===== src/rtl/core/cdus_pkg.sv =====
// Shared types, constants and tables of the date-to-seconds unit
package cdus_pkg;

    localparam int YearW     = 14;
    localparam int MonthW    = 4;
    localparam int DayW      = 5;
    localparam int HourW     = 5;
    localparam int MinuteW   = 6;
    localparam int SecondW   = 6;
    localparam int SecondsW  = 32;

    localparam int ShYearW   = 15;
    localparam int QuartW    = 13;
    localparam int DoyW      = 10;
    localparam int TodW      = 17;
    localparam int DaysW     = 24;
    localparam int CentW     = 9;
    localparam int RecipW    = 26;
    localparam int WideW     = 41;

    // year shifted by one era so that floor divisions stay non-negative
    localparam logic [ShYearW-1:0] EraYears     = 15'd400;
    // 719468 + 146097 compensates the era added above
    localparam logic [DaysW-1:0]   EpochDays    = 24'd865565;
    localparam logic [QuartW-1:0]  Recip25      = 13'd5243;
    localparam int                 Recip25Shift = 17;
    localparam logic [TodW-1:0]    SecPerHour   = 17'd3600;
    localparam logic [TodW-1:0]    SecPerMinute = 17'd60;
    localparam logic [DaysW-1:0]   DaysPerYear  = 24'd365;
    localparam logic signed [WideW-1:0] SecPerDay = 41'sd86400;

    typedef struct packed {
        logic                    valid;
        logic                    ok;
        logic signed [DaysW-1:0] days;
        logic [TodW-1:0]         tod;
    } t_day_item;

    // days from March 1 to the first of the given month, March-based year
    function automatic logic [8:0] days_before_month(input logic [MonthW-1:0] month);
        logic [8:0] v;
        case (month)
            4'd0:    v = 9'd275;
            4'd1:    v = 9'd306;
            4'd2:    v = 9'd337;
            4'd3:    v = 9'd0;
            4'd4:    v = 9'd31;
            4'd5:    v = 9'd61;
            4'd6:    v = 9'd92;
            4'd7:    v = 9'd122;
            4'd8:    v = 9'd153;
            4'd9:    v = 9'd184;
            4'd10:   v = 9'd214;
            4'd11:   v = 9'd245;
            4'd12:   v = 9'd275;
            4'd13:   v = 9'd306;
            4'd14:   v = 9'd337;
            default: v = 9'd367;
        endcase
        return v;
    endfunction

endpackage


===== src/rtl/core/civil_date_to_unix_seconds_unit.sv =====
// Top level of the civil date to Unix seconds unit
//
//   channel  | handshake           | payload
//   ---------+---------------------+------------------------------------------
//   input    | i_valid / o_ready   | year, month, day, hour, minute, second, flags
//   output   | o_valid / i_ready   | unix_seconds
//
// Five register stages; one transaction per cycle while the output side is not stalled.
// The 24x17 day-to-second multiply in stage four sets the stage depth.
// Synchronous active-low reset clears the valid bits only.
// The whole pipeline holds while the output transaction waits; bubbles are kept.
module civil_date_to_unix_seconds_unit
    import cdus_pkg::*;
(
    input  logic                i_clk,
    input  logic                i_rst_n,
    input  logic                i_valid,
    output logic                o_ready,
    input  logic [YearW-1:0]    i_year,
    input  logic [MonthW-1:0]   i_month,
    input  logic [DayW-1:0]     i_day,
    input  logic [HourW-1:0]    i_hour,
    input  logic [MinuteW-1:0]  i_minute,
    input  logic [SecondW-1:0]  i_second,
    input  logic                i_date_valid,
    input  logic                i_time_valid,
    output logic                o_valid,
    input  logic                i_ready,
    output logic [SecondsW-1:0] o_unix_seconds
);

    logic      s_en;
    t_day_item s_item;

    assign s_en    = !o_valid || i_ready;
    assign o_ready = s_en;

    cdus_day_pipe u_day (
        .i_clk        (i_clk),
        .i_rst_n      (i_rst_n),
        .i_en         (s_en),
        .i_valid      (i_valid),
        .i_year       (i_year),
        .i_month      (i_month),
        .i_day        (i_day),
        .i_hour       (i_hour),
        .i_minute     (i_minute),
        .i_second     (i_second),
        .i_date_valid (i_date_valid),
        .i_time_valid (i_time_valid),
        .o_item       (s_item)
    );

    cdus_sec_pipe u_sec (
        .i_clk     (i_clk),
        .i_rst_n   (i_rst_n),
        .i_en      (s_en),
        .i_item    (s_item),
        .o_valid   (o_valid),
        .o_seconds (o_unix_seconds)
    );

endmodule


===== src/rtl/core/cdus_day_pipe.sv =====
// Three-stage day-count pipeline: shifted year, reciprocal divide, day sum
module cdus_day_pipe
    import cdus_pkg::*;
(
    input  logic               i_clk,
    input  logic               i_rst_n,
    input  logic               i_en,
    input  logic               i_valid,
    input  logic [YearW-1:0]   i_year,
    input  logic [MonthW-1:0]  i_month,
    input  logic [DayW-1:0]    i_day,
    input  logic [HourW-1:0]   i_hour,
    input  logic [MinuteW-1:0] i_minute,
    input  logic [SecondW-1:0] i_second,
    input  logic               i_date_valid,
    input  logic               i_time_valid,
    output t_day_item          o_item
);

    logic                    r1_valid, r2_valid, r3_valid;
    logic                    r1_ok, r2_ok, r3_ok;
    logic [ShYearW-1:0]      r1_year;
    logic signed [DoyW-1:0]  r1_doy;
    logic [TodW-1:0]         r1_tod, r2_tod, r3_tod;
    logic [RecipW-1:0]       r2_prod;
    logic signed [DaysW-1:0] r2_base;
    logic signed [DaysW-1:0] r3_days;

    logic [ShYearW-1:0]      n1_year;
    logic signed [DoyW-1:0]  n1_doy;
    logic [TodW-1:0]         n1_tod;
    logic [QuartW-1:0]       s2_quart;
    logic [RecipW-1:0]       n2_prod;
    logic signed [DaysW-1:0] n2_base;
    logic [CentW-1:0]        s3_cent;
    logic signed [DaysW-1:0] n3_days;

    always_comb begin
        n1_year = {1'b0, i_year} + EraYears - ShYearW'(i_month <= 4'd2);
        n1_doy  = $signed({1'b0, days_before_month(i_month)})
                + $signed({5'b0, i_day}) - 10'sd1;
        n1_tod  = TodW'(i_hour) * SecPerHour + TodW'(i_minute) * SecPerMinute
                + TodW'(i_second);
    end

    always_comb begin
        s2_quart = r1_year[ShYearW-1:2];
        n2_prod  = RecipW'(s2_quart) * RecipW'(Recip25);
        n2_base  = $signed(DaysW'(r1_year) * DaysPerYear) + $signed(DaysW'(s2_quart))
                 + $signed({{(DaysW-DoyW){r1_doy[DoyW-1]}}, r1_doy});
    end

    // year/100 and year/400 both come from the quarter-year divided by 25
    always_comb begin
        s3_cent = r2_prod[Recip25Shift +: CentW];
        n3_days = r2_base - $signed(DaysW'(s3_cent)) + $signed(DaysW'(s3_cent >> 2))
                - $signed(EpochDays);
    end

    always_ff @(posedge i_clk) begin
        if (!i_rst_n) begin
            r1_valid <= 1'b0;
            r2_valid <= 1'b0;
            r3_valid <= 1'b0;
        end else if (i_en) begin
            r1_valid <= i_valid;
            r2_valid <= r1_valid;
            r3_valid <= r2_valid;
        end
    end

    always_ff @(posedge i_clk) begin
        if (i_en) begin
            r1_ok   <= i_date_valid & i_time_valid;
            r1_year <= n1_year;
            r1_doy  <= n1_doy;
            r1_tod  <= n1_tod;
            r2_ok   <= r1_ok;
            r2_tod  <= r1_tod;
            r2_prod <= n2_prod;
            r2_base <= n2_base;
            r3_ok   <= r2_ok;
            r3_tod  <= r2_tod;
            r3_days <= n3_days;
        end
    end

    assign o_item = '{valid: r3_valid, ok: r3_ok, days: r3_days, tod: r3_tod};

endmodule


===== src/rtl/core/cdus_sec_pipe.sv =====
// Two-stage seconds pipeline: scale days, add time of day, range check
module cdus_sec_pipe
    import cdus_pkg::*;
(
    input  logic                i_clk,
    input  logic                i_rst_n,
    input  logic                i_en,
    input  t_day_item           i_item,
    output logic                o_valid,
    output logic [SecondsW-1:0] o_seconds
);

    logic                    r4_valid, r5_valid;
    logic                    r4_ok;
    logic [TodW-1:0]         r4_tod;
    logic signed [WideW-1:0] r4_prod;
    logic [SecondsW-1:0]     r5_seconds;

    logic signed [WideW-1:0] n4_prod;
    logic signed [WideW-1:0] s5_sum;
    logic                    s5_in_range;
    logic [SecondsW-1:0]     n5_seconds;

    always_comb begin
        n4_prod = $signed({{(WideW-DaysW){i_item.days[DaysW-1]}}, i_item.days}) * SecPerDay;
    end

    always_comb begin
        s5_sum      = r4_prod + $signed({{(WideW-TodW){1'b0}}, r4_tod});
        s5_in_range = !s5_sum[WideW-1] && (s5_sum != '0)
                    && (s5_sum[WideW-1:SecondsW] == '0);
        n5_seconds  = (r4_ok && s5_in_range) ? s5_sum[SecondsW-1:0] : '0;
    end

    always_ff @(posedge i_clk) begin
        if (!i_rst_n) begin
            r4_valid <= 1'b0;
            r5_valid <= 1'b0;
        end else if (i_en) begin
            r4_valid <= i_item.valid;
            r5_valid <= r4_valid;
        end
    end

    always_ff @(posedge i_clk) begin
        if (i_en) begin
            r4_ok      <= i_item.ok;
            r4_tod     <= i_item.tod;
            r4_prod    <= n4_prod;
            r5_seconds <= n5_seconds;
        end
    end

    assign o_valid   = r5_valid;
    assign o_seconds = r5_seconds;

endmodule


===== config.mk =====
export PLATFORM = sky130hd
export DESIGN_NAME = civil_date_to_unix_seconds_unit
export DESIGN_NICKNAME = d
export VERILOG_FILES = /design/src/rtl/core/cdus_pkg.sv /design/src/rtl/core/civil_date_to_unix_seconds_unit.sv /design/src/rtl/core/cdus_day_pipe.sv /design/src/rtl/core/cdus_sec_pipe.sv
export SDC_FILE = /design/constraint.sdc
export NUM_CORES = 1
export LEC_CHECK = 0
export BUFFER_PORTS_ARGS = -buffer_cell sky130_fd_sc_hd__buf_2
export CAP_MARGIN = 20
export CORE_ASPECT_RATIO = 1.2
export CORE_MARGIN = 8
export CORE_UTILIZATION = 60
export CTS_CLUSTER_SIZE = 24
export DETAILED_ROUTE_END_ITERATION = 7
export PLACE_DENSITY = 0.88
export REMOVE_ABC_BUFFERS = 1
export SLEW_MARGIN = 20
export SYNTH_ARGS = -nofsm -noshare
export SYNTH_HDL_FRONTEND = slang
export SYNTH_SLANG_ARGS = --single-unit

===== constraint.sdc =====
create_clock -name i_clk -period 9.25 [get_ports i_clk]
set_input_delay 0.925 -clock i_clk [delete_from_list [all_inputs] [get_ports i_clk]]
set_output_delay 0.925 -clock i_clk [all_outputs]
set_load 0.005 [all_outputs]

-- Yosys cells after proc, flatten, opt, wreduce, memory -nomap -nowiden
Memories as Yosys holds them, arrays and structs flattened.
Index checks and enable logic that the tools add are counted.
W data, S select, Z words.
- add/sub/neg operators: 12
- order comparisons: 1
- multiply operators: 5
- bitwise logic cells: 1
- reductions and logical operators: 8
- operators with widths (cell ; count):
    $add A41 B18 Y41 ; 1
    $reduce_bool A41 Y1 ; 1
    $mul A24 B11 Y34 const B ; 1
    $mul A13 B13 Y26 const B ; 1
    $add A24 B10 Y24 ; 1
    $add A24 B14 Y24 ; 1
    $add A24 B8 Y24 ; 1
    $mul A15 B9 Y24 const B ; 1
    $sub A24 B10 Y24 ; 1
    $sub A24 B21 Y24 const B ; 1
    $add A17 B12 Y17 ; 1
    $add A17 B6 Y17 ; 1
    $add A14 B9 Y15 const B ; 1
    $sub A15 B1 Y15 ; 1
    $mul A5 B8 Y13 const B ; 1
    $add A9 B5 Y10 ; 1
    $mul A6 B4 Y10 const B ; 1
    $sub A10 B2 Y10 const B ; 1
    $logic_not A9 Y1 ; 1
    $le A4 B2 Y1 const B ; 1
    $logic_and A1 B1 Y1 ; 3
    $logic_not A1 Y1 ; 2
    $and A1 B1 Y1 ; 1
    $logic_or A1 B1 Y1 ; 1
- bits of input ports: 46
- bits in registers: 242
- output and inout bits: 34
- bits in read-only memories: 144
- memories: 1
- memories (name ; words ; width ; read ports ; clocked after memory_dff ; write ports ; line ; text):
    (no name shown) ; 16 ; 9 ; 1 ; 0 ; 0 ; cdus_pkg.sv:42 ; case (month)

-- Longest topological paths before layout
- word-level depth: 5
- gate-level depth with buffers: 21
- mapped depth without buffers: 21

-- Modules after synthesis
Synthesis repeated with hierarchy kept, for this count alone.
- cells, all modules: 2249
- area total of the unflattened synthesis: 23560.1 µm²
- by module, submodules not included (module ; area an instance (µm²) ; cells each ; instances ; sequential area each (µm²)):
    cdus_day_pipe ; 15260.9 ; 1445 ; 1 ; 4144.0
    cdus_sec_pipe ; 8293.0 ; 803 ; 1 ; 2562.5
    civil_date_to_unix_seconds_unit ; 6.3 ; 1 ; 1 ; 0.0

-- Worst setup path before layout
Ideal clock, no wire load.
- path kind: input port to flip-flop
- start: in i_ready
- end: reg u_sec.r5_valid, in the netlist u_sec.o_valid
- path buffers: 1
- setup slack: 1.046 ns
- stages: 3
- data arrival time: 7.770 ns
- library setup time: 0.434 ns
- cell sequence: nand2b_1 clkbuf_1 a21boi_0
- word-level cells in the longest chain between the ends: 1
- ends and longest elaborated chain (what ; line ; text):
    start, declared ; civil_date_to_unix_seconds_unit.sv:28 ; input logic i_ready,
    $logic_or A1 B1 Y1 ; civil_date_to_unix_seconds_unit.sv:35 ; assign s_en = !o_valid || i_ready;
    named net o_ready ; civil_date_to_unix_seconds_unit.sv:18 ; output logic o_ready,
    end signal, assigned ; cdus_sec_pipe.sv:41 ; r5_valid <= r4_valid;
    end, declared ; cdus_sec_pipe.sv:13 ; logic r4_valid, r5_valid;
The timed path passes the listed nets, and every way through them passes these cells.
A chain may end at the register's enable or synchronous reset.

-- Worst setup path in the final report
- start: reg u_day.r1_year[3]
- end: reg u_day.r2_base[23], data pin
- word-level cells in the longest chain between the ends: 3
- ends and longest elaborated chain (what ; line ; text):
    start, declared ; cdus_day_pipe.sv:22 ; logic [ShYearW-1:0] r1_year;
    start signal, assigned ; cdus_day_pipe.sv:75 ; r1_year <= n1_year;
    $mul A15 B9 Y24 ; cdus_day_pipe.sv:49 ; n2_base = $signed(DaysW'(r1_year) * DaysPerYear) + $signed(DaysW'(s2_quart))
    $add A24 B14 Y24 * ; cdus_day_pipe.sv:49 ;
    $add A24 B10 Y24 * ; cdus_day_pipe.sv:50 ; + $signed({{(DaysW-DoyW){r1_doy[DoyW-1]}}, r1_doy});
    named net u_day.n2_base[23] ; cdus_day_pipe.sv:34 ; logic signed [DaysW-1:0] n2_base;
    end signal, assigned ; cdus_day_pipe.sv:81 ; r2_base <= n2_base;
    end, declared ; cdus_day_pipe.sv:26 ; logic signed [DaysW-1:0] r2_base;
The timed path passes the listed nets; every way through them passes the cells marked *.

==> reports/metrics.csv <==
metric,value,unit
crit_type,flip-flop to flip-flop,
synth_flop_cell,edfxtp_1,
yosysUniqueCellTypes,74,
cts_tree,done,
max_freq,168,MHz
synth.largest_area_cell,edfxtp_1,
m1WireLength,16900,um
num_rows,79,
drt_wl_total,45700,um
syn_to_final_growth,7.62,%
clk_pin_slew,0.06,ns
syn_avg_cell_area,10.7,um^2
htree_levels,1,
fin_crit,5.96,ns
synth.area.top_cells,"edfxtp_1 (28%), ha_1 (21%), fa_1 (18%)",
grt_pass1_vias,16600,
synth_edf_count,220,
wl_met2,25200,um
vias_per_cell,5.57,
setup_viol,0,
hpwlAfterDp,37100,um
final_nets,2915,
grt_usage,0.204,
relSlewSlack,0.312,
hold_violations,0,
die_h,232,um
cts_resized,0,
slowest_stage,edfxtp_1,
worst_pin_slew,1.03,ns
drc,0,
ant_nets,0,
fillers,2761,
numCtsBuffers,26,
overflow,0,
slowest_delay,0.56,ns
hold_class,flip-flop to flip-flop,
top_layer,met4,
clock_skew,0.0161,ns
cts_setup_buffers,0,
finalCritPeriodShare,0.644,
core_area,38500,um^2
cts.sinks,225,
drt_iter0_drc,818,
rsz0062_at_grt,no,
die_area,45300,um^2
ctsHoldBuffers,0,
async_reset_ff_frac,0,
antenna_found_initial,0,
clk_latency,0.55,ns
status,"finished, final reports clean",
yosysTopAreaCellShare,0.284,
path_cells,ha_1 -> xor2_1 -> ha_1 -> fa_1 -> fa_1 -> inv_1 -> fa_1 -> inv_1 -> ha_1 -> or2_2 -> a2111o_1 -> o22ai_1 -> o21ai_0 -> nor4_1 -> nor3_1 -> a211o_1 -> o31ai_1 -> xnor2_1,
start_util,0.603,
antennaDiodeCount,0,
grt_max_degree,88,
maxSlewViolCount,0,
num_vias,15400,
cts_root_buffer,clkbuf_16,
synth-seq-cells,225,
grt_first_pass_wirelength,76400,um
die_w,196,um
wire_per_inst,16.5,um
synth_cells,2177,
layout-drive-gt1-share,0.0644,
cp_max_fo,9,
ys_seq_area_frac,0.288,
critPathLaunchType,flip-flop,
clock_path_buffers,3,
setup.worst_path.end_class,flip-flop,
fin_setup_tns,0,ns
syn_area,23200,um^2
drv_cap,0,
ys_warn_count,0,
crit_arrival,6.24,ns
port_buffers,79,
place_congestion,0.931,
first_pass_iters,7,
wl_met3,1500,um
cp.required,9.53,ns
ios,80,
-- through the flow --
step           hold WS [ns]   util  cells  worst slack (ns)  cell area (um^2)
6_report              0.412  0.649   2767              3.29             25000
2_1_floorplan         0.400      -   2152              1.94             23100
3_3_place_gp          0.401  0.627   2720              3.56             24200
3_5_place_dp          0.405  0.627   2720              3.34             24200
4_1_cts               0.416  0.649   2766              3.35             25000
5_1_grt               0.423  0.649   2767              3.00             25000
-- layout make-up --
class	instances	area [um^2]	area share
repair buffers	83	429	0.0172
flip-flops and latches	225	6710	0.268
inverters	521	1960	0.0782
multi-input cells	1406	14500	0.579
well taps	486	608	0.0243
clock buffers	29	662	0.0265
clock inverters	17	185	0.00740
-- per-layer routing --
layer,vias to the layer above,global-route usage
li1,7462,-
met1,7441,0.206
met2,353,0.410
met3,147,0.0228
met4,0,0.0953
met5,-,0
-- cell usage in the layout (no fill, tap or decap), types with 5 or more instances in the layout --
cell and count:
fa_1 210, edfxtp_1 220, xor2_1 61, inv_1 521, nand2b_1 14, mux2i_1 6
and2_1 8, xnor2_1 97, nand4_1 14, and4_1 5, or2_2 10, nor3_1 42
o211ai_1 12, a211oi_1 11, nand2_1 58, o21ai_0 48, nand3_1 31, ha_1 396
a31oi_1 7, dfxtp_1 5, o21bai_1 22, and3_1 11, o31ai_1 6, a21oi_1 79
o21a_1 16, or3_1 13, nor3b_1 14, a21o_1 46, nor2b_1 18, a21boi_0 5
nor4_1 10, nor2_1 61, clkbuf_16 26, buf_2 79
-- flip-flops by register name (all words and copies together) (netlist names) --
| register | cells |
|---|---|
| u_day.r1_doy | 10 |
| u_day.r1_ok | 1 |
| u_day.r1_tod | 17 |
| u_day.r1_valid | 1 |
| u_day.r1_year | 15 |
| u_day.r2_base | 24 |
| u_day.r2_ok | 1 |
| u_day.r2_prod | 9 |
| u_day.r2_tod | 17 |
| u_day.r2_valid | 1 |
| u_day.r3_days | 24 |
| u_day.r3_ok | 1 |
| u_day.r3_tod | 17 |
| u_day.r3_valid | 1 |
| u_sec.o_seconds | 32 |
| u_sec.o_valid | 1 |
| u_sec.r4_ok | 1 |
| u_sec.r4_prod | 34 |
| u_sec.r4_tod | 17 |
| u_sec.r4_valid | 1 |
-- worst max-delay path, delay by kind of cell, from the launching register on --
family / cells / cell delay, ns
XOR/XNOR: 2 / 0.32
AND/OR/NAND/NOR: 3 / 0.69
AO/OA/AOI/OAI: 5 / 1.49
buffers and inverters: 2 / 0.10
flip-flops: 1 / 0.56
adder cells (fa/ha/maj): 6 / 2.55
-- synthesized netlist by cell type (all sizes together), types with 4 or more instances --
cell type,n
a21oi,80
inv,521
nand4,14
xnor2,97
nand2b,15
o221ai,4
xor2,61
and4,5
o31a,4
and3,11
nand2,58
dfxtp,5
o211ai,13
nor2b,18
mux2i,6
o21bai,22
ha,396
fa,210
clkbuf,13
a2111oi,5
edfxtp,220
a21o,46
or2,11
a221oi,4
a21boi,5
o31ai,6
nor2,62
and2,8
o22ai,4
a211oi,12
nor3,43
o21ai,49
o21a,16
nor3b,14
buf,12
a41oi,4
nand3,31
a31oi,7
nor4,11
nand4b,4
or3,13
-- worst paths after layout --
kind | depth (start not counted) | end | from | slack (ns)
worst max-delay path | 18 | u_day.r2_base[23]$_DFFE_PP_ | u_day.r1_year[3]$_DFFE_PP_ | 3.29
worst min-delay path | 0 | u_day.r2_tod[10]$_DFFE_PP_ | u_day.r1_tod[10]$_DFFE_PP_ | 0.41
worst max register to register | 18 | u_day.r2_base[23]$_DFFE_PP_ | u_day.r1_year[3]$_DFFE_PP_ | 3.29
worst min register to register | 0 | u_day.r2_tod[10]$_DFFE_PP_ | u_day.r1_tod[10]$_DFFE_PP_ | 0.41
-- logic make-up after synthesis --
logic type / after synthesis / share of synthesized area
compound gates: 308 / 0.0902
simple gates: 326 / 0.0745
flops: 225 / 0.288
fa+ha+maj: 606 / 0.394
xor+xnor: 158 / 0.0595
mux: 8 / 0.00404
buf+inv: 546 / 0.0893
Power is not shown: default switching activity piles up to over one toggle a cycle in this logic, so the estimate is an artifact.
